--- src/hw/rtl/mme_fifo.sv ---
module mme_fifo #(
    parameter int WIDTH = 8,
    parameter int DEPTH = 4
) (
    input  logic             clk,
    input  logic             rst_n,
    input  logic             push,
    input  logic [WIDTH-1:0] wdata,
    output logic             full,
    input  logic             pop,
    output logic [WIDTH-1:0] rdata,
    output logic             empty
);
    localparam int PTR_W = $clog2(DEPTH);
    localparam int CNT_W = $clog2(DEPTH + 1);

    logic [WIDTH-1:0] mem_reg [DEPTH];
    logic [PTR_W-1:0] wr_ptr_reg, wr_ptr_next;
    logic [PTR_W-1:0] rd_ptr_reg, rd_ptr_next;
    logic [CNT_W-1:0] count_reg, count_next;
    logic             do_push;
    logic             do_pop;

    assign full    = (count_reg == CNT_W'(DEPTH));
    assign empty   = (count_reg == '0);
    assign do_push = push && !full;
    assign do_pop  = pop && !empty;
    assign rdata   = mem_reg[rd_ptr_reg];

    always_comb
    begin
        wr_ptr_next = wr_ptr_reg;
        rd_ptr_next = rd_ptr_reg;
        count_next  = count_reg;
        if (do_push)
        begin
            wr_ptr_next = (wr_ptr_reg == PTR_W'(DEPTH - 1)) ? '0 : wr_ptr_reg + PTR_W'(1);
        end
        if (do_pop)
        begin
            rd_ptr_next = (rd_ptr_reg == PTR_W'(DEPTH - 1)) ? '0 : rd_ptr_reg + PTR_W'(1);
        end
        case ({do_push, do_pop})
            2'b10:   count_next = count_reg + CNT_W'(1);
            2'b01:   count_next = count_reg - CNT_W'(1);
            default: count_next = count_reg;
        endcase
    end

    always_ff @(posedge clk or negedge rst_n)
    begin
        if (!rst_n)
        begin
            wr_ptr_reg <= '0;
            rd_ptr_reg <= '0;
            count_reg  <= '0;
        end
        else
        begin
            wr_ptr_reg <= wr_ptr_next;
            rd_ptr_reg <= rd_ptr_next;
            count_reg  <= count_next;
        end
    end

    always_ff @(posedge clk)
    begin
        if (do_push)
        begin
            mem_reg[wr_ptr_reg] <= wdata;
        end
    end

endmodule

--- config.mk ---
export PLATFORM = sky130hd
export DESIGN_NAME = mme_fifo
export DESIGN_NICKNAME = d
export VERILOG_FILES = /design/src/hw/rtl/mme_fifo.sv
export SDC_FILE = /design/constraint.sdc
export NUM_CORES = 1
export LEC_CHECK = 0
export BUFFER_PORTS_ARGS = -buffer_cell sky130_fd_sc_hd__clkbuf_2
export CORE_UTILIZATION = 59
export CTS_CLUSTER_DIAMETER = 200
export DETAILED_ROUTE_END_ITERATION = 7
export GPL_ROUTABILITY_DRIVEN = 0
export PLACE_DENSITY_LB_ADDON = 0.12
export RECOVER_POWER = 25
export SKIP_LAST_GASP = 1
export SYNTH_ARGS = -nofsm -noshare
export SYNTH_HDL_FRONTEND = slang
export SYNTH_SLANG_ARGS = --single-unit
--- constraint.sdc ---
create_clock -name clk -period 5.28 [get_ports clk]
set_input_delay 0.264 -clock clk [delete_from_list [all_inputs] [get_ports clk]]
set_output_delay 0.264 -clock clk [all_outputs]
set_load 0.03 [all_outputs]
# --- Yosys cells after proc, flatten, opt, wreduce, memory -nomap -nowiden ---
# Memories as Yosys holds them, arrays and structs flattened.
# Cells that the tools add are included.
classes:
  add_sub_neg: 4
  n_eq_ne: 5
  mux: 5
  reduce_logical: 6
op_table:
  columns: ["operator", "count"]
  rows:
  - ["2-bit equality test (second input constant)", 3]
  - ["3-bit one-hot mux with 2 select lines", 1]
  - ["2-bit by 1-bit adder with 2-bit output (second input constant)", 2]
  - ["2-bit two-way mux", 2]
  - ["3-bit by 1-bit adder with 3-bit output (second input constant)", 1]
  - ["3-bit equality test (second input constant)", 1]
  - ["3-bit zero test", 1]
  - ["3-bit by 1-bit subtractor with 3-bit output (second input constant)", 1]
  - ["2-bit by 1-bit equality test with 1-bit output (second input constant)", 1]
  - ["1-bit logical AND", 2]
  - ["1-bit zero test", 2]
  - ["1-bit two-way mux", 2]
  - ["2-bit nonzero test", 1]
totals:
  ff_bits: 7
  ramBits: 32
  in_bits: 12
  out_inout_bits: 10
  word_cells: 24
  n_memories: 1
mem_list:
  columns: ["name", "depth", "word_bits", "rd", "rd_clocked_by_memory_dff", "wr", "line", "rtl"]
  rows:
  - ["mem_reg", 4, 8, 1, 0, 1, "17", "logic [WIDTH-1:0] mem_reg [DEPTH];"]

# --- Depth between registers and ports, before layout ---
depth:
  ltp_word: 5
  ltp_mapped: 9
  ltp_nobuf: 9

# --- Least setup slack after synthesis ---
# Ideal clock, no wire load.
synth_timing:
  kind: "register to register"
  from: "reg count_reg[0]"
  to: "reg count_reg[2]"
  arrival_ns: 2.173
  required_time_ns: 5.155
  setup_slack_ns: 2.982
  path_stages_with_launch: 10
  cell_sequence: "dfrtp_1 -> nor3_1 -> nand2b_1 -> inv_1 -> ha_1 -> inv_1 -> fa_1 -> xor2_1 -> nor2_1 -> xor2_1"
synth_between:
  elab_chain_len: 5
  elab_cells_between_ends: 12
  cone_classes: "add/sub (2); eq/ne (3); mux (1); reduce/logical (6)"
synth_rtl:
  columns: ["element", "line", "rtl"]
  rows:
  - ["start: declaration", "20", "logic [CNT_W-1:0] count_reg, count_next;"]
  - ["start signal: assignment", "62", "count_reg <= count_next;"]
  - ["3-bit zero test *", "25", "assign empty = (count_reg == '0);"]
  - ["via empty", "12", "output logic empty"]
  - ["1-bit zero test *", "27", "assign do_pop = pop && !empty;"]
  - ["1-bit logical AND *", "27", null]
  - ["via do_pop", "22", "logic do_pop;"]
  - ["2-bit by 1-bit equality test with 1-bit output or 2-bit equality test (tied branches)", "43", "case ({do_push, do_pop})"]
  - ["3-bit one-hot mux with 2 select lines or 2-bit nonzero test (tied branches)", null, null]
# The timed path passes the listed nets; every way through them passes the cells marked *.
# A chain may end at the register's enable or synchronous reset.

# --- Worst setup path after layout ---
layout_timing:
  from: "reg count_reg[0]"
  to: "reg count_reg[2]"
layout_between:
  elab_chain_len: 5
  elab_cells_between_ends: 12
  cone_classes: "add/sub (2); eq/ne (3); mux (1); reduce/logical (6)"
layout_rtl:
  columns: ["element", "line"]
  rows:
  - ["3-bit equality test or 3-bit zero test (tied branches)", "24, 25"]
  - ["1-bit zero test (on tied branches)", "26, 27"]
  - ["1-bit logical AND (on tied branches)", "26, 27"]
  - ["2-bit by 1-bit equality test with 1-bit output or 2-bit equality test (tied branches)", "43"]
  - ["3-bit one-hot mux with 2 select lines or 2-bit nonzero test (tied branches)", null]
# Several ways; a longest one is shown, not always the timed one.

==> results.ini <==
[sta]
rsz0062_at_grt=no
skew_ns=0.00478
finalCritPeriodShare=0.414
maxSlewViolCount=0
post-route-min-period_ns=2.19
setup_viol=0
worst_slew_pin_slew_ns=0.597
finalHoldViolations=0
slew_headroom=0.602
max_freq_mhz=457
finalSetupTns_ns=0

[routing]
routed_wl_um=2450
wire_per_inst_um=17.4
ant_nets=0
drt_pass1_iterations=4
drt_iter0_drc=24
num_vias=797
drt_drc_violations_left=0
post_drt_via_cell_ratio=5.65

[placement]
place_inst=132
io_buffer_count=21
hpwlAfterDp_um=1720
dpl_cell_area_um2=1750

[floorplanning]
ios=22
row_count=18
core_area_um2=2520
dieArea_um2=2940
die_w_um=54.3
die_h_um=54.3
start_util=0.639

[yosys]
ys_ff_latch=39
syn_avg_cell_area_um2=19.4
yosys_warnings=0
netlist_area_um2=1610
synth_cells=83
yosysUniqueCellTypes=19
synth_fp_nets=102
synth-seq-area-share=0.705

[clock_tree]
root_buffer=clkbuf_4
cts_resized=0
cts_tree=yes
numCtsBuffers=5
cts.sinks=39
cts-htree-levels=2
cts.clk_slew.worst_paths_ns=0.10
clockBufferDepth=2
post_cts_buffers=0
insertion_delay_ns=0.33

[cells_and_area]
largest_reg_flops=32
seqCellArea_um2=1140
design_area_um2=1820
drive_above_1_share=0.351
final_common_cell=edfxtp_1
nNetsFinal=129
finalNonFillerCells=141
layout_common_cells=32 x edfxtp_1, 14 x clkbuf_2, 8 x inv_1, 8 x mux4_2, 8 x clkbuf_1
nFillCells=173
num_antenna_cells=0
area_growth_pct=12.7
multiInputGateArea_um2=437

[hold_path]
hold_class=input pin to flip-flop

[worst_setup_path]
crit_path_end_kind=flip-flop
worstPathArrival_ns=2.45
reg2reg_slack_ns=3.09
start_kind=flip-flop
path_class=flip-flop to flip-flop
crit_family=simple AND/OR/NAND/NOR gates
worstPathMaxFanout=6
crit_required_ns=5.55
path_buf_inv=2
critPathSlowestCell=or3b_4
cp_cell_sequence=or3b_4, and2_4, inv_1, ha_1, inv_1, fa_1, xor2_1, nor2_1, xor2_1
slowest_delay_ns=0.44

[pwr]
vdd_drop_max_mv=0.383
leakage_nw=0.714
p_per_area_nw_per_um2=573

[run]
drv_cap=0

[grt]
first_global_vias=819
grt_max_degree=12
grt_use_total=0.206
grt_first_pass_wirelength_um=3880
grt_overflow=0
antenna_found_initial=0

[outcome]
outcome=completed

[power by group]
part / internal [mW] / total [mW] / switching (mW)
Clock: 0.0784 / 0.166 / 0.0875
Combinational: 0.176 / 0.392 / 0.216
Sequential: 0.416 / 0.482 / 0.0663
[layout make-up]
class / count / area share
clock buffers: 8 / 0.0379
inverters: 8 / 0.0165
multi-input cells: 34 / 0.241
flip-flops and latches: 39 / 0.626
well taps: 30 / 0.0207
repair buffers: 22 / 0.0586
[Yosys cell counts]
| cell type | number | area [µm²] |
|---|---|---|
| and2_4 | 1 | 8.76 |
| and3_2 | 4 | 30.0 |
| buf_1 | 1 | 3.75 |
| buf_2 | 1 | 5.00 |
| dfrtp_1 | 7 | 175 |
| edfxtp_1 | 32 | 961 |
| fa_1 | 1 | 20.0 |
| ha_1 | 6 | 75.1 |
| inv_1 | 8 | 30.0 |
| mux2_2 | 2 | 22.5 |
| mux2_4 | 2 | 30.0 |
| mux2i_1 | 1 | 10.0 |
| mux4_2 | 8 | 180 |
| nand2b_1 | 1 | 6.26 |
| nor2_1 | 3 | 11.3 |
| nor3_1 | 1 | 5.00 |
| or3b_4 | 1 | 11.3 |
| xnor2_1 | 1 | 8.76 |
| xor2_1 | 2 | 17.5 |
[final timing paths]
check                                          from                        end  depth (start not counted)
max                        count_reg[0]$_DFFE_PN0P_   count_reg[2]$_DFFE_PN0P_                          9
min                                        wdata[1]    mem_reg[3][1]$_DFFE_PP_                          1
max reg2reg                count_reg[0]$_DFFE_PN0P_   count_reg[2]$_DFFE_PN0P_                          9
min reg2reg                count_reg[2]$_DFFE_PN0P_   count_reg[2]$_DFFE_PN0P_                          1
max in group asynchronous                     rst_n  wr_ptr_reg[1]$_DFFE_PN0P_                          2
min in group asynchronous                     rst_n  rd_ptr_reg[0]$_DFFE_PN0P_                          2
[stage by stage]
stage / setup WS, ns / hold WS [ns] / total power, mW / utilization
after floorplan: 2.98 / -0.0316 / 0.786 / -
after global placement: 3.17 / 0.112 / 0.874 / 0.692
after detailed placement: 3.10 / 0.111 / 0.891 / 0.692
after CTS: 3.08 / 0.129 / 1.06 / 0.723
after global routing: 2.95 / 0.146 / 1.12 / 0.720
final: 3.09 / 0.158 / 1.04 / 0.720
[metal layers]
| metal | global-route usage | part of all wire | vias to the layer above |
|---|---|---|---|
| li1 | - | - | 370 |
| met1 | 0.232 | 0.41 | 404 |
| met2 | 0.343 | 0.53 | 18 |
| met3 | 0.0611 | 0.043 | 5 |
| met4 | 0.120 | 0.016 | 0 |
| met5 | 0 | 0 | - |
[what timing repair did]
action	in CTS	in global routing
hold buffers	1	0
setup endpoints to repair	0	0
endpoints found under the hold margin	7	0
[cell families (layout without fill, tap and decap cells)]
kind of cell	Yosys count	count (layout)	share of synthesized area
buffers and inverters	10	38	0.0241
adders and majority gates	7	7	0.0590
and+or+nand+nor	11	11	0.0450
xor gates and xnor gates	3	3	0.0163
muxes	13	13	0.151
DFF	39	39	0.705
Power figures use the tool's default switching activity.
