## src/hw/rtl/mme_pkg.sv

```systemverilog
package mme_pkg;

    // configuration register indexes
    localparam int CFG_IDX_W  = 2;
    localparam int CFG_DATA_W = 5;
    localparam logic [CFG_IDX_W-1:0] CFG_ROWS_A    = 2'd0;
    localparam logic [CFG_IDX_W-1:0] CFG_INNER_LEN = 2'd1;
    localparam logic [CFG_IDX_W-1:0] CFG_COLS_B    = 2'd2;
    localparam logic [CFG_DATA_W-1:0] CFG_DIM_RESET = 5'd16;

    // input action codes
    localparam logic [1:0] ACT_LOAD_A  = 2'd0;
    localparam logic [1:0] ACT_LOAD_B  = 2'd1;
    localparam logic [1:0] ACT_COMPUTE = 2'd2;

    // fixed point
    localparam int FRAC_BITS  = 12;
    localparam int RND_HALF   = 1 << (FRAC_BITS - 1);
    localparam int RESULT_MAX = 32767;
    localparam int RESULT_MIN = -32768;

    localparam int CMD_QUEUE_DEPTH = 4;
    localparam int RES_QUEUE_DEPTH = 4;

    typedef struct packed {
        logic [1:0]         action;
        logic [3:0]         row;
        logic [3:0]         col;
        logic signed [15:0] value;
    } item_t;

    typedef struct packed {
        logic [3:0]         out_row;
        logic [3:0]         out_col;
        logic signed [15:0] result;
        logic               status;
        logic               last;
    } res_t;

    typedef struct packed {
        logic [CFG_DATA_W-1:0] rows_a;
        logic [CFG_DATA_W-1:0] inner_len;
        logic [CFG_DATA_W-1:0] cols_b;
    } cfg_t;

    typedef enum logic [1:0] {
        CMD_LOAD_A,
        CMD_LOAD_B,
        CMD_COMPUTE,
        CMD_ROW_ERR
    } cmd_kind_t;

    typedef struct packed {
        cmd_kind_t          kind;
        logic [3:0]         row;
        logic [3:0]         col;
        logic signed [15:0] value;
    } cmd_t;

    typedef enum logic [1:0] {
        BK_IDLE,
        BK_READ,
        BK_DRAIN,
        BK_PUSH
    } back_state_t;

endpackage

```

## src/hw/rtl/mme_fifo.sv

```systemverilog
module mme_fifo #(
    parameter int WIDTH = 8,
    parameter int DEPTH = 4
) (
    input  logic             clk,
    input  logic             rst_n,
    input  logic             push,
    input  logic [WIDTH-1:0] wdata,
    output logic             full,
    input  logic             pop,
    output logic [WIDTH-1:0] rdata,
    output logic             empty
);
    localparam int PTR_W = $clog2(DEPTH);
    localparam int CNT_W = $clog2(DEPTH + 1);

    logic [WIDTH-1:0] mem_reg [DEPTH];
    logic [PTR_W-1:0] wr_ptr_reg, wr_ptr_next;
    logic [PTR_W-1:0] rd_ptr_reg, rd_ptr_next;
    logic [CNT_W-1:0] count_reg, count_next;
    logic             do_push;
    logic             do_pop;

    assign full    = (count_reg == CNT_W'(DEPTH));
    assign empty   = (count_reg == '0);
    assign do_push = push && !full;
    assign do_pop  = pop && !empty;
    assign rdata   = mem_reg[rd_ptr_reg];

    always_comb
    begin
        wr_ptr_next = wr_ptr_reg;
        rd_ptr_next = rd_ptr_reg;
        count_next  = count_reg;
        if (do_push)
        begin
            wr_ptr_next = (wr_ptr_reg == PTR_W'(DEPTH - 1)) ? '0 : wr_ptr_reg + PTR_W'(1);
        end
        if (do_pop)
        begin
            rd_ptr_next = (rd_ptr_reg == PTR_W'(DEPTH - 1)) ? '0 : rd_ptr_reg + PTR_W'(1);
        end
        case ({do_push, do_pop})
            2'b10:   count_next = count_reg + CNT_W'(1);
            2'b01:   count_next = count_reg - CNT_W'(1);
            default: count_next = count_reg;
        endcase
    end

    always_ff @(posedge clk or negedge rst_n)
    begin
        if (!rst_n)
        begin
            wr_ptr_reg <= '0;
            rd_ptr_reg <= '0;
            count_reg  <= '0;
        end
        else
        begin
            wr_ptr_reg <= wr_ptr_next;
            rd_ptr_reg <= rd_ptr_next;
            count_reg  <= count_next;
        end
    end

    always_ff @(posedge clk)
    begin
        if (do_push)
        begin
            mem_reg[wr_ptr_reg] <= wdata;
        end
    end

endmodule

```

## src/hw/rtl/mme_front.sv

```systemverilog
module mme_front
    import mme_pkg::*;
#(
    parameter int MAX_DIM = 16
) (
    input  logic  clk,
    input  logic  rst_n,
    input  cfg_t  cfg,
    input  logic  push,
    input  item_t item,
    output logic  full,
    output cmd_t  cmd,
    output logic  cmd_empty,
    input  logic  cmd_pop
);
    logic [CFG_DATA_W-1:0] rows_eff;
    logic                  in_range;
    logic                  keep;
    cmd_t                  cmd_in;
    logic [$bits(cmd_t)-1:0] cmd_vec;

    assign rows_eff = (cfg.rows_a > CFG_DATA_W'(MAX_DIM)) ? CFG_DATA_W'(MAX_DIM) : cfg.rows_a;
    assign in_range = ({1'b0, item.row} < CFG_DATA_W'(MAX_DIM)) &&
                      ({1'b0, item.col} < CFG_DATA_W'(MAX_DIM));

    // drop beats that leave no trace: unused action, loads outside the store
    always_comb
    begin
        cmd_in.row   = item.row;
        cmd_in.col   = item.col;
        cmd_in.value = item.value;
        cmd_in.kind  = CMD_LOAD_A;
        keep         = 1'b0;
        case (item.action)
            ACT_LOAD_A:
            begin
                cmd_in.kind = CMD_LOAD_A;
                keep        = in_range;
            end
            ACT_LOAD_B:
            begin
                cmd_in.kind = CMD_LOAD_B;
                keep        = in_range;
            end
            ACT_COMPUTE:
            begin
                cmd_in.kind = ({1'b0, item.row} >= rows_eff) ? CMD_ROW_ERR : CMD_COMPUTE;
                keep        = 1'b1;
            end
            default:
            begin
                keep = 1'b0;
            end
        endcase
    end

    mme_fifo #(
        .WIDTH ($bits(cmd_t)),
        .DEPTH (CMD_QUEUE_DEPTH)
    ) u_cmd_q (
        .clk   (clk),
        .rst_n (rst_n),
        .push  (push && keep),
        .wdata (cmd_in),
        .full  (full),
        .pop   (cmd_pop),
        .rdata (cmd_vec),
        .empty (cmd_empty)
    );

    assign cmd = cmd_t'(cmd_vec);

endmodule

```

## config.mk

```make
export PLATFORM = sky130hd
export DESIGN_NAME = mme_front
export DESIGN_NICKNAME = d
export VERILOG_FILES = /design/src/hw/rtl/mme_pkg.sv /design/src/hw/rtl/mme_fifo.sv /design/src/hw/rtl/mme_front.sv
export SDC_FILE = /design/constraint.sdc
export NUM_CORES = 1
export LEC_CHECK = 0
export ABC_AREA = 1
export BUFFER_PORTS_ARGS = -buffer_cell sky130_fd_sc_hd__clkbuf_2
export CAP_MARGIN = 20
export CORE_UTILIZATION = 56
export DETAILED_ROUTE_END_ITERATION = 7
export PLACE_DENSITY = 0.79
export SLEW_MARGIN = 20
export SYNTH_ARGS = -nofsm -noshare
export SYNTH_HDL_FRONTEND = slang
export SYNTH_SLANG_ARGS = --single-unit
```

## constraint.sdc

```tcl
create_clock -name clk -period 3.1 [get_ports clk]
set_input_delay 0.465 -clock clk [delete_from_list [all_inputs] [get_ports clk]]
set_output_delay 0.465 -clock clk [all_outputs]
set_load 0.03 [all_outputs]
```

Word-level counts from Yosys, hierarchy flattened
Memory sizes are Yosys's and may differ from the RTL's.
Index checks and enable logic that the tools add are counted.
{"block": "classes", "add_sub_neg": 4, "mul": 0, "div_mod_pow": 0, "order_cmp": 2, "n_eq_ne": 7, "n_shift": 0, "n_mux": 9, "bitwise_logic": 0, "reduce_logical": 9}
{"op": "== test 2 bit (second input constant)", "count": 4}
{"op": "case mux 3 bit (2 select lines)", "count": 1}
{"op": ">= comparator 4 x 5 -> 1 bit", "count": 1}
{"op": "> comparator 5 bit (second input constant)", "count": 1}
{"op": "2-to-1 mux 5 bit", "count": 1}
{"op": "adder 2 x 1 -> 2 bit (second input constant)", "count": 2}
{"op": "== test 2 x 1 -> 1 bit (second input constant)", "count": 2}
{"op": "2-to-1 mux 1 bit", "count": 4}
{"op": "2-to-1 mux 2 bit", "count": 2}
{"op": "case mux 2 bit (2 select lines)", "count": 1}
{"op": "adder 3 x 1 -> 3 bit (second input constant)", "count": 1}
{"op": "== test 3 bit (second input constant)", "count": 1}
{"op": "logical AND 1 bit", "count": 3}
{"op": "zero test 3 bit", "count": 1}
{"op": "OR reduction 3 bit", "count": 1}
{"op": "subtractor 3 x 1 -> 3 bit (second input constant)", "count": 1}
{"op": "zero test 1 bit", "count": 2}
{"op": "zero test 2 bit", "count": 1}
{"op": "nonzero test 2 bit", "count": 1}
{"block": "word_totals", "reg_bits": 7, "latchBits": 0, "ramBits": 104, "mem_bits_ro": 0, "input_bits": 45, "out_inout_bits": 28, "n_memories": 1}
{"memory": "u_cmd_q.mem_reg", "depth": 4, "word_bits": 26, "rd": 1, "rd_clocked_by_memory_dff": 0, "write_ports": 1, "line": "mme_fifo.sv:17", "source": "logic [WIDTH-1:0] mem_reg [DEPTH];"}

Depth between registers and ports, before layout
Gate-level depths: netlist (run 1).
{"block": "logic_depth", "word_depth": 7, "ltp_mapped": 10}

Cells and area by module
A second synthesis (run 1) with hierarchy kept.
{"block": "hier_totals", "hier_cells": 402, "area_unflattened_um2": 4932.2}
{"module": "mme_fifo", "n_inst": 1, "cells_per_inst": 364, "area_each_um2": 4705.8, "seq_area_each_um2": 3298.2}
{"module": "mme_front", "n_inst": 1, "cells_per_inst": 38, "area_each_um2": 226.5, "seq_area_each_um2": 0.0}

Worst setup path after synthesis (run 1)
No wires, ideal clock.
{"block": "synth_path", "path_kind": "input port to flip-flop", "start": "input item[24] (netlist bit)", "end": "memory u_cmd_q.mem_reg[0][0] (netlist bit), enable pin", "setup_time_ps": 409, "arrival_ps": 1958, "required_ps": 2691, "slack_ps": 733, "cell_stages": 3, "path_buffers": 0, "cell_sequence": "ha_1 > nand3b_4 > nor2_1"}
{"block": "synth_between", "elab_chain_len": 7, "word_cells_on_any_way": 9, "cone_classes": "eq/ne: 2; mux: 3; reduce/logical: 4"}
{"element": "from (decl)", "line": "mme_front.sv:10", "source": "input item_t item,"}
{"element": "== test 2 bit, or another cell as far along", "line": "mme_front.sv:34", "source": "case (item.action)"}
{"element": "OR reduction 3 bit (no line) (*)"}
{"element": "2-to-1 mux 1 bit (*)", "line": "mme_front.sv:34"}
{"element": "logical AND 1 bit (*)", "line": "mme_front.sv:63", "source": ".push (push && keep),"}
{"element": "logical AND 1 bit (*)", "line": "mme_fifo.sv:26", "source": "assign do_push = push && !full;"}
{"element": "2-to-1 mux 1 bit (*)", "line": "mme_fifo.sv:68", "source": "if (do_push)"}
{"element": "2-to-1 mux 1 bit (not written as such) (*)", "line": "mme_fifo.sv:70", "source": "mem_reg[wr_ptr_reg] <= wdata;"}
{"element": "to (decl)", "line": "mme_fifo.sv:17"}
Every way passes the cells marked *; elsewhere a longest branch is shown, timed or not.

==> summary.txt, run 1 <==
Status
  – Outcome: finished clean

Synthesis
  – Post-Syn Nets: 391
  – Warnings from Yosys: 0
  – Avg Cell Area, Syn: between 10 and 15 sq um
  – Synth area leaders: edfxtp_1 (69%), o21ai_0 (5.4%), nor2_1 (4.9%)
  – Synth cell types: 26
  – Synth area leader: edfxtp_1
  – Cells after synthesis: 332
  – Register area share after synthesis: 0.733
  – Yosys reg bits: roughly 110
  – Post-synth top area share: 0.694
  – Synthesized area: approximately 4500 sq um

Clocking
  – Htree depth: 3
  – Number of buffers added for setup after CTS: 0
  – Worst-path clk slew: around 0.10 ns
  – Hold-fix buffers at CTS: 1
  – Clk root buf: clkbuf_8
  – CTS Buffer Depth: 2
  – CTS tree: yes
  – # clock sinks: 111
  – CTS buffer count: 9
  – CTS resizes: 0
  – Clk Latency, worst-skew pair: around 0.38 ns

STA
  – Final min period: roughly 2.5 ns
  – Slew Limit Fails: 0
  – RSZ-0062 raised after global routing: false
  – Hold Vio Cnt, Final: 0
  – Final setup viols: 0
  – Fin crit share: 0.806
  – Relative slew margins: 0.657
  – Worst-case clock skew: 0.00996 ns
  – Fmax: 400 MHz
  – Setup tns final: 0 ns
  – Worst Tran Pin Value: between 0.5 and 0.6 ns

Hold path
  – Worst hold path startpoint: item[4]
  – Class of the worst hold path: in -> reg
  – Worst hold stages: 1

Global route
  – Initial antenna violation count: 0
  – Vias in the first global route: around 2700
  – First-pass GRT wire length: between 10000 and 15000 um
  – Total grt overflow: 0
  – GRT Total Usage: 0.208
  – Largest net degree at the start of global routing: 54

Drt
  – Vias per inst: ~5.5
  – Routed WL: 8000 um
  – Starting DRC count in detailed routing: between 100 and 150
  – Wire per inst: 15.9 um
  – Drc violations: 0
  – Routed vias: between 2000 and 3000
  – DR pass1 iterations: 5
  – Post-route ant nets: 0

Setup path
  – Crit path buffers/inverters: 2
  – Critical path's top delay family: buffers and inverters
  – Crit Path Max Fanout: 40
  – Setup CP Type: reg -> out
  – CP endpoint kind: output pin
  – R2R cell count: 9
  – Crit path cell chain: buf_4 -> o21ai_0 -> o22ai_1 -> clkbuf_2
  – Max incr delay on CP: approximately 0.56 ns
  – Worst Setup SP: u_cmd_q.rd_ptr_reg[0]
  – Crit path depth: 4
  – Arrival @ worst endpoint: about 2.0 ns
  – CP Data Required Time: 2.63 ns
  – Worst-path cell with the longest stage delay: dfrtp_2
  – Worst setup SP type: flip-flop
  – Reg-to-reg startpoint: u_cmd_q.count_reg[1]

Place
  – Post-DP HPWL: 4690 um
  – Port Buffers: 62
  – Routability cong.: roughly 0.71

Floorplanning
  – Core area: just under 8000 sq um
  – # rows: 32
  – Die width: slightly above 90 um
  – Die area: 8400 sq um
  – Die Y: just over 90 um
  – Starting density of the core: 0.579
  – # IOs: 73

Layout
  – Commonest non-fill, non-tap cells in the layout: edfxtp_1 (104), clkbuf_2 (62), nor2_1 (55)
  – Most common cell after layout, fill and taps aside: edfxtp_1
  – Layout cells sized above 1: 0.239
  – Max FFs per register: between 100 and 150
  – Antenna diode count: 0
  – Finished Core Util: 0.663
  – Synth-to-layout area growth: 14.4%
  – Layout net count: approximately 460

Flow run
  – Max cap viols: 0

Power and ir drop
  – PD cells: approximately 950 nW/um^2
  – Leak Pwr: 0.00193 uW
  – Worst VDD drop: between 500 and 600 uV
worst register-to-register path: cells and delay by family, from the launching register on:
family	cells	cell delay [ns]
AND/OR/NAND/NOR	2	0.27
AO/OA/AOI/OAI	2	0.25
flip-flops	1	0.42
buffers and inverters	2	0.18
XOR/XNOR	1	0.13
adder cells (fa/ha/maj)	2	0.53
cells in the mapped netlist (all sizes together):
cell / count
edfxtp: 104
nor2: 60
o21ai: 56
o22ai: 26
inv: 22
buf: 14
ha: 13
nand2: 13
dfrtp: 7
a21oi: 5
nand3: 3
xnor2: 2
and2: 1
clkbuf: 1
fa: 1
nand3b: 1
nor3: 1
o31ai: 1
or2: 1
worst paths after layout:
| check | endpoint | slack (ns) |
|---|---|---|
| worst min-delay path | u_cmd_q.mem_reg[0][4] | 0.29 |
| worst min register to register | u_cmd_q.count_reg[0] | 0.54 |
| worst max register to register | u_cmd_q.count_reg[2] | 1.22 |
| max in group asynchronous | u_cmd_q.rd_ptr_reg[0] | 2.46 |
| worst max-delay path | cmd[24] | 0.60 |
| min in group asynchronous | u_cmd_q.wr_ptr_reg[1] | 0.44 |
report_power, final:
part,switching (uW),internal (uW)
logic,1390,526
registers,114,1910
clock network,475,456
total,1980,2890
cell families (layout without fill, tap and decap cells):
family,count (synthesis),after routing,share of synthesized area
xor+xnor,2,2,0.00389
buf+inv,37,107,0.0386
fa+ha+maj,14,14,0.0406
flops,111,111,0.733
compound gates,88,88,0.109
simple gates,80,80,0.0753
metrics by stage:
stage / power, uW / hold slack (ns) / area, sq um / instances / setup WS [ns]
CTS: 4900 / 0.290 / 5150 / 504 / 0.585
global route: 5150 / 0.278 / 5150 / 504 / 0.462
finish: 4880 / 0.291 / 5150 / 504 / 0.602
floorplan: 3460 / 0.169 / 4500 / 332 / 0.733
detailed placement: 3980 / 0.322 / 4920 / 487 / 0.901
global placement: 3920 / 0.314 / 4920 / 487 / 0.929
metal layers:
layer / vias up / GRT usage / wire length [um]
met3: 21 / 0.0622 / 485
met5: - / 0 / 0
met1: 1329 / 0.247 / 3420
met4: 0 / 0.108 / 199
met2: 82 / 0.345 / 3900
li1: 1333 / - / -
final cells by class:
class / count / area (sq um)
fillers: 562 / 2620
clock buffers: 9 / 124
clock inverters: 7 / 95.1
well taps: 102 / 128
inverters: 22 / 85.1
flip-flops and latches: 111 / 3300
repair buffers: 69 / 378
multi-input cells: 184 / 1040
No activity file was read; power rests on OpenSTA's default activity.
==> inputs of run 2 (changes only) <==
==> constraint.sdc (replaced) <==
create_clock -name clk -period 2.5 [get_ports clk]
set_input_delay 0.375 -clock clk [delete_from_list [all_inputs] [get_ports clk]]
set_output_delay 0.375 -clock clk [all_outputs]
set_load 0.03 [all_outputs]
==> run 2 against run 1 <==
Final area down 0.41%. Routed wire length down 1.5%. Cell count up 0.79%. Global-route usage fell by 1.2 points. Sequential power rose by 25%. Critical endpoint is now cmd[5]. Largest power group unchanged.
==> summary.txt, run 2 (synthesized netlist as in run 1, its figures left out) <==
Floorplanning
  – Die width: 91.6 um (unchanged)
  – Die Y: 91.6 um (unchanged)
  – # IOs: 73 (unchanged)
  – # rows: 32 (unchanged)
  – Starting density of the core: 0.579 (unchanged)
  – Core area: 7770 sq um (unchanged)
  – Die area: 8400 sq um (unchanged)

Setup path
  – CP endpoint kind: output pin
  – Setup CP Type: reg -> out
  – R2R cell count: 9 (unchanged)
  – Crit Path Max Fanout: 30 (-25%)
  – Worst Setup SP: u_cmd_q.rd_ptr_reg[0]
  – Worst setup SP type: flip-flop
  – Critical path endpoint: cmd[5]
  – Arrival @ worst endpoint: 1.97 ns (-0.06 ns)
  – R2r endpoint: u_cmd_q.count_reg[2]
  – R2r setup slk: 0.58 ns (-0.64 ns)
  – Reg-to-reg startpoint: u_cmd_q.count_reg[1]
  – CP Data Required Time: 2.12 ns (-0.51 ns)

STA
  – Final setup viols: 0 (unchanged)
  – Slew Limit Fails: 0 (unchanged)
  – Final hold slack: 0.226 ns (-0.0647 ns)
  – Relative slew margins: 0.682 (+0.0257)
  – Worst-case clock skew: 0.0109 ns (+0.000952 ns)
  – Fin crit share: 0.939
  – Fmax: around 430 MHz
  – Worst Tran Pin Value: 0.476 ns (-0.0387 ns)
  – Final min period: 2.35 ns
  – Hold Vio Cnt, Final: 0 (unchanged)
  – Setup tns final: 0 ns (unchanged)

Clocking
  – CTS Buffer Depth: 2 (unchanged)
  – # clock sinks: 111 (unchanged)
  – Number of buffers added for setup after CTS: 0 (unchanged)
  – Htree depth: 3 (unchanged)
  – CTS buffer count: 9 (unchanged)
  – Clk Latency, worst-skew pair: 0.36 ns (-0.02 ns)
  – Clk root buf: clkbuf_8
  – Worst-path clk slew: 0.10 ns (about the same)
  – CTS tree: yes

Drt
  – Wire per inst: 15.5 um (-2.3%)
  – Routed WL: 7880 um (-1.5%)
  – Starting DRC count in detailed routing: 150 (+5.6%)
  – Drc violations: 0 (unchanged)
  – Vias per inst: 5.37 (-2.1%)
  – Post-route ant nets: 0 (unchanged)
  – DR pass1 iterations: 4 (-1)
  – Routed vias: 2729 (-1.3%)

Power and ir drop
  – PD cells: 1140 nW/um^2 (+20%)
  – Leak Pwr: 0.00192 uW (-0.37%)
  – Worst VDD drop: 592 uV (+16%)

Layout
  – Most common cell after layout, fill and taps aside: edfxtp_1
  – Antenna diode count: 0 (unchanged)
  – Layout net count: 460 (+0.88%)
  – Max FFs per register: 104 (unchanged)
  – Layout cells sized above 1: 0.246 (+0.00750)
  – Commonest non-fill, non-tap cells in the layout: edfxtp_1 (104), clkbuf_2 (62), nor2_1 (55)
  – # fillers: 559 (-0.53%)
  – Synth-to-layout area growth: 13.9%

Global route
  – GRT Total Usage: 0.196 (-0.0123)
  – Initial antenna violation count: 0 (unchanged)
  – First-pass GRT wire length: 12200 um (-4.1%)
  – Largest net degree at the start of global routing: 54 (unchanged)
  – Vias in the first global route: 2588 (-4.4%)
  – Total grt overflow: 0 (unchanged)

Hold path
  – Class of the worst hold path: in -> reg

Status
  – Outcome: finished clean

Flow run
  – Max cap viols: 0 (unchanged)

Place
  – Post-DP HPWL: 4890 um (+4.3%)
  – Port Buffers: 62 (unchanged)
  – Routability cong.: 0.684 (-3.1%)
-- run 2: how the worst min path moves through the flow --
| stage | startpoint | end | slack (ns) | depth (start not counted) |
|---|---|---|---|---|
| finish | item[11] | u_cmd_q.mem_reg[1][11] | 0.23 | 1 |
| global route | item[1] | u_cmd_q.mem_reg[3][1] | 0.20 | 1 |
| CTS | item[11] | u_cmd_q.mem_reg[1][11] | 0.21 | 1 |
| detailed placement | rst_n | u_cmd_q.count_reg[0] | 0.22 | 1 |
| global placement | rst_n | u_cmd_q.count_reg[0] | 0.22 | 1 |
| floorplan | rst_n | u_cmd_q.count_reg[0] | 0.08 | 0 |
-- run 2: per-stage QoR --
step	util	cells	worst slack (ns)	instance area, sq um	power (uW)
finish	0.660	508	0.153	5130	5850
global route	0.660	508	-0.00222	5130	6180
CTS	0.659	508	0.0499	5120	5870
detailed placement	0.635	491	0.455	4940	4960
global placement	0.635	491	0.493	4940	4880
floorplan	-	332	0.223	4500	4290
-- run 2: what timing repair did --
action	in CTS	in global routing
gates resized for setup	0	2
endpoints found under the hold margin	7	0
endpoints found under the setup margin	0	23
hold buffers	1	0
-- run 2: cell type report --
type,count,area [sq um],share of cell area
repair buffers,73,395,0.0771
inverters,22,87.6,0.0171
clock buffers,11,141,0.0276
multi-input cells,184,1040,0.203
flip-flops and latches,111,3300,0.644
well taps,102,128,0.0249
clock inverters,5,33.8,0.00659
-- run 2: worst max-delay path, cell delays in order, from the launching register on --
cell and delay [ns]:
dfrtp_4 0.64, buf_4 0.36, o21ai_0 0.16, o22ai_1 0.21
clkbuf_2 0.24
-- run 2: report_power, final --
part / internal [uW] / switching [uW] / leakage (uW)
sequential: 2370 / 163 / 0.00103
combinational: 665 / 1710 / 0.000803
clock: 388 / 548 / 0.0000853
-- run 2: metal layers --
metal  share of wire  track usage  up-vias
met4           0.013       0.0569        0
met5               0            0        -
met2            0.51        0.332       84
met1            0.42        0.244     1298
met3           0.057       0.0589       11
li1                -            -     1336
==> inputs of run 3 (changes only) <==
--- a/config.mk
+++ b/config.mk
@@ -5,7 +5,6 @@
 export SDC_FILE = /design/constraint.sdc
 export NUM_CORES = 1
 export LEC_CHECK = 0
-export ABC_AREA = 1
 export BUFFER_PORTS_ARGS = -buffer_cell sky130_fd_sc_hd__clkbuf_2
 export CAP_MARGIN = 20
 export CORE_UTILIZATION = 56
==> run 3 against run 2 <==
Register-to-register slack worse by 0.08 ns. Synthesized cell count fell by 40%. Flip-flop and latch count unchanged. Routed wire length decreased by 15%. Largest cell class unchanged.
==> summary.txt, run 3 <==
STA
  – Final min period: 2.30 ns (-0.0451 ns)
  – Setup WS post-layout: 0.198 ns (+0.0451 ns)
  – Final setup viols: 0 (unchanged)
  – Relative slew margins: 0.731 (+0.0492)
  – Slew Limit Fails: 0 (unchanged)
  – Worst-case clock skew: 0.0129 ns (+0.00194 ns)
  – Fmax: 434 MHz (+2.0%)
  – Setup tns final: 0 ns (unchanged)
  – Hold Vio Cnt, Final: 0 (unchanged)
  – Worst Tran Pin Value: 0.403 ns (-0.0732 ns)
  – RSZ-0062 raised after global routing: false
  – Fin crit share: 0.921 (-0.0180)

Drt
  – DR pass1 iterations: 6 (+2)
  – Vias per inst: 5.43 (+1.0%)
  – Routed WL: 6720 um (-15%)
  – Drc violations: 0 (unchanged)
  – Post-route ant nets: 0 (unchanged)
  – Routed vias: 2073 (-24%)
  – Wire per inst: 17.6 um (+13%)
  – Starting DRC count in detailed routing: 93 (-38%)

Synthesis
  – Synth cell types: 25 (-3.8%)
  – Register area share after synthesis: 0.743 (+0.0103)
  – Avg Cell Area, Syn: 22.3 sq um (+65%)
  – Cells after synthesis: 199 (-40%)
  – Post-Syn Nets: 258 (-34%)
  – Post-synth EDFFs: 104 (unchanged)
  – Commonest cells in the netlist: edfxtp_1 (104), mux4_2 (18), ha_1 (13), inv_1 (11), mux4_1 (8)
  – Post-synth top area share: 0.704 (+0.00978)
  – Most common cell in the netlist: edfxtp_1
  – Ys flop type: edfxtp_1
  – Synthesized area: 4440 sq um (-1.4%)
  – Synth area leaders: edfxtp_1 (70%), mux4_2 (9.1%), mux4_1 (4.7%)
  – Ys async rst share: 0.0631 (unchanged)
  – Yosys reg bits: 111 (unchanged)
  – Warnings from Yosys: 0 (unchanged)
  – Synth area leader: edfxtp_1

Flow run
  – Max cap viols: 0 (unchanged)

Clocking
  – Htree depth: 3 (unchanged)
  – CTS tree: yes
  – Hold-fix buffers at CTS: 1 (unchanged)
  – CTS resizes: 0 (unchanged)
  – CTS Buffer Depth: 2 (unchanged)
  – Number of buffers added for setup after CTS: 0 (unchanged)
  – Clk root buf: clkbuf_8
  – # clock sinks: 111 (unchanged)
  – CTS buffer count: 9 (unchanged)
  – Worst-path clk slew: 0.10 ns (about the same)
  – Clk Latency, worst-skew pair: 0.36 ns (about the same)

Hold path
  – Class of the worst hold path: in -> reg

Setup path
  – Worst Setup SP: u_cmd_q.rd_ptr_reg[0]
  – Crit Path Max Fanout: 9 (-70%)
  – R2R cell count: 9 (unchanged)
  – R2r setup slk: 0.50 ns (-0.08 ns)
  – Setup CP Type: reg -> out
  – CP Data Required Time: 2.12 ns (about the same)
  – Worst-path cell with the longest stage delay: mux4_1
  – Max incr delay on CP: 0.58 ns (-0.06 ns)
  – Reg-to-reg startpoint: u_cmd_q.count_reg[1]
  – Critical path endpoint: cmd[25]
  – Crit path cell chain: buf_4 -> mux4_1 -> clkbuf_2
  – CP endpoint kind: output pin
  – Arrival @ worst endpoint: 1.93 ns (-0.04 ns)
  – R2r endpoint: u_cmd_q.count_reg[2]
  – Worst setup SP type: flip-flop

Power and ir drop
  – Gate power share: 0.371 (-0.035)
  – Clock network fraction of design power: 0.180 (+0.020)
  – Switching Fraction: 0.340 (-0.0740)
  – Internal power: 3730 uW (+9.0%)
  – PD cells: 1100 nW/um^2 (-3.4%)
  – Worst VDD drop: 527 uV (-11%)
  – Power share of the sequential group: 0.449 (+0.015)
  – Total net switching power: 1930 uW (-21%)
  – Leak Pwr: 0.00189 uW (-1.4%)

Layout
  – Layout net count: 334 (-27%)
  – Antenna diode count: 0 (unchanged)
  – Final non-filler cell total: 382 (-25%)
  – Max FFs per register: 104 (unchanged)
  – Most common cell after layout, fill and taps aside: edfxtp_1
  – Synth-to-layout area growth: 15.7%
  – Layout cells sized above 1: 0.386 (+0.139)
  – Commonest non-fill, non-tap cells in the layout: edfxtp_1 (104), clkbuf_2 (62), mux4_2 (18)

Global route
  – GRT Total Usage: 0.183 (-0.0125)
  – Largest net degree at the start of global routing: 27 (-50%)
  – Initial antenna violation count: 0 (unchanged)
  – Total grt overflow: 0 (unchanged)
  – Vias in the first global route: 2170 (-16%)
  – First-pass GRT wire length: 10900 um (-10%)

Place
  – Port Buffers: 62 (unchanged)
  – Placed Instances: 365 (-26%)
  – Routability cong.: 0.655 (-4.2%)
  – Post-DP HPWL: 4480 um (-8.3%)
  – Worst slack, placed: 0.447 ns (-0.00793 ns)

Floorplanning
  – Die Y: 91.0 um (-0.68%)
  – Starting density of the core: 0.577 (-0.00210)
  – # rows: 32 (unchanged)
  – Die area: 8280 sq um (-1.4%)
  – Die width: 91.0 um (-0.68%)
  – Core area: 7690 sq um (-1.0%)
  – # IOs: 73 (unchanged)

Status
  – Outcome: finished clean
run 3: cell count changes after synthesis, sizes merged, moves of 8 or more:
cell,previous run,this run
mux4,0,26
inv,22,11
o22ai,26,0
nor2,60,3
o21ai,56,2
buf,14,6
nand2,13,2
run 3: logic make-up (layout without fill, tap and decap cells):
kind of cell,Yosys count,in the layout,synth area share
compound gates,4,4,0.00564
xor+xnor,3,3,0.00592
fa+ha+maj,14,14,0.0412
buf+inv,17,98,0.0242
flops,111,111,0.743
mux,30,30,0.149
simple gates,20,20,0.0310
run 3: cell type report:
cell class	count	area (sq um)
Timing Repair Buffer	71	443
Tap cell	102	128
Sequential cell	111	3300
Multi-Input combinational cell	71	1030
Clock buffer	13	149
Fill cell	531	2550
Clock inverter	3	43.8
Inverter	11	41.3
run 3: per-layer routing:
layer / GRT usage / wire (um) / up-vias
met5: 0 / 0 / -
met2: 0.328 / 3600 / 56
met4: 0.0556 / 70 / 0
met3: 0.0494 / 311 / 8
li1: - / - / 955
met1: 0.218 / 2750 / 1054
run 3: per-stage QoR:
stage	hold slack (ns)	util	area, sq um	total power [uW]
floorplan	0.0794	-	4440	4150
global placement	0.223	0.642	4930	4670
detailed placement	0.229	0.642	4930	4730
CTS	0.209	0.668	5140	5730
global route	0.203	0.668	5140	5930
finish	0.226	0.668	5140	5660
run 3: power groups by stage:
stage               logic, uW  registers (uW)  clock network, uW
global route             2240            2580               1110
detailed placement       2140            2590                  0
floorplan                1650            2500                  0
CTS                      2140            2550               1040
finish                   2100            2540               1020
global placement         2100            2560                  0
run 3: critical path, delay by kind of cell (launching register included):
kind | cells | cell delay [ns]
muxes | 1 | 0.58
buffers and inverters | 2 | 0.43
DFF | 1 | 0.54
run 3: how the worst min path moves through the flow:
stage | from | endpoint | slack, ns | depth (start not counted)
after floorplan | rst_n | u_cmd_q.count_reg[0] | 0.08 | 0
after global placement | rst_n | u_cmd_q.count_reg[0] | 0.22 | 1
after detailed placement | rst_n | u_cmd_q.count_reg[0] | 0.23 | 1
after CTS | item[17] | u_cmd_q.mem_reg[0][17] | 0.21 | 1
after global routing | item[17] | u_cmd_q.mem_reg[2][17] | 0.20 | 1
final | item[17] | u_cmd_q.mem_reg[2][17] | 0.23 | 1
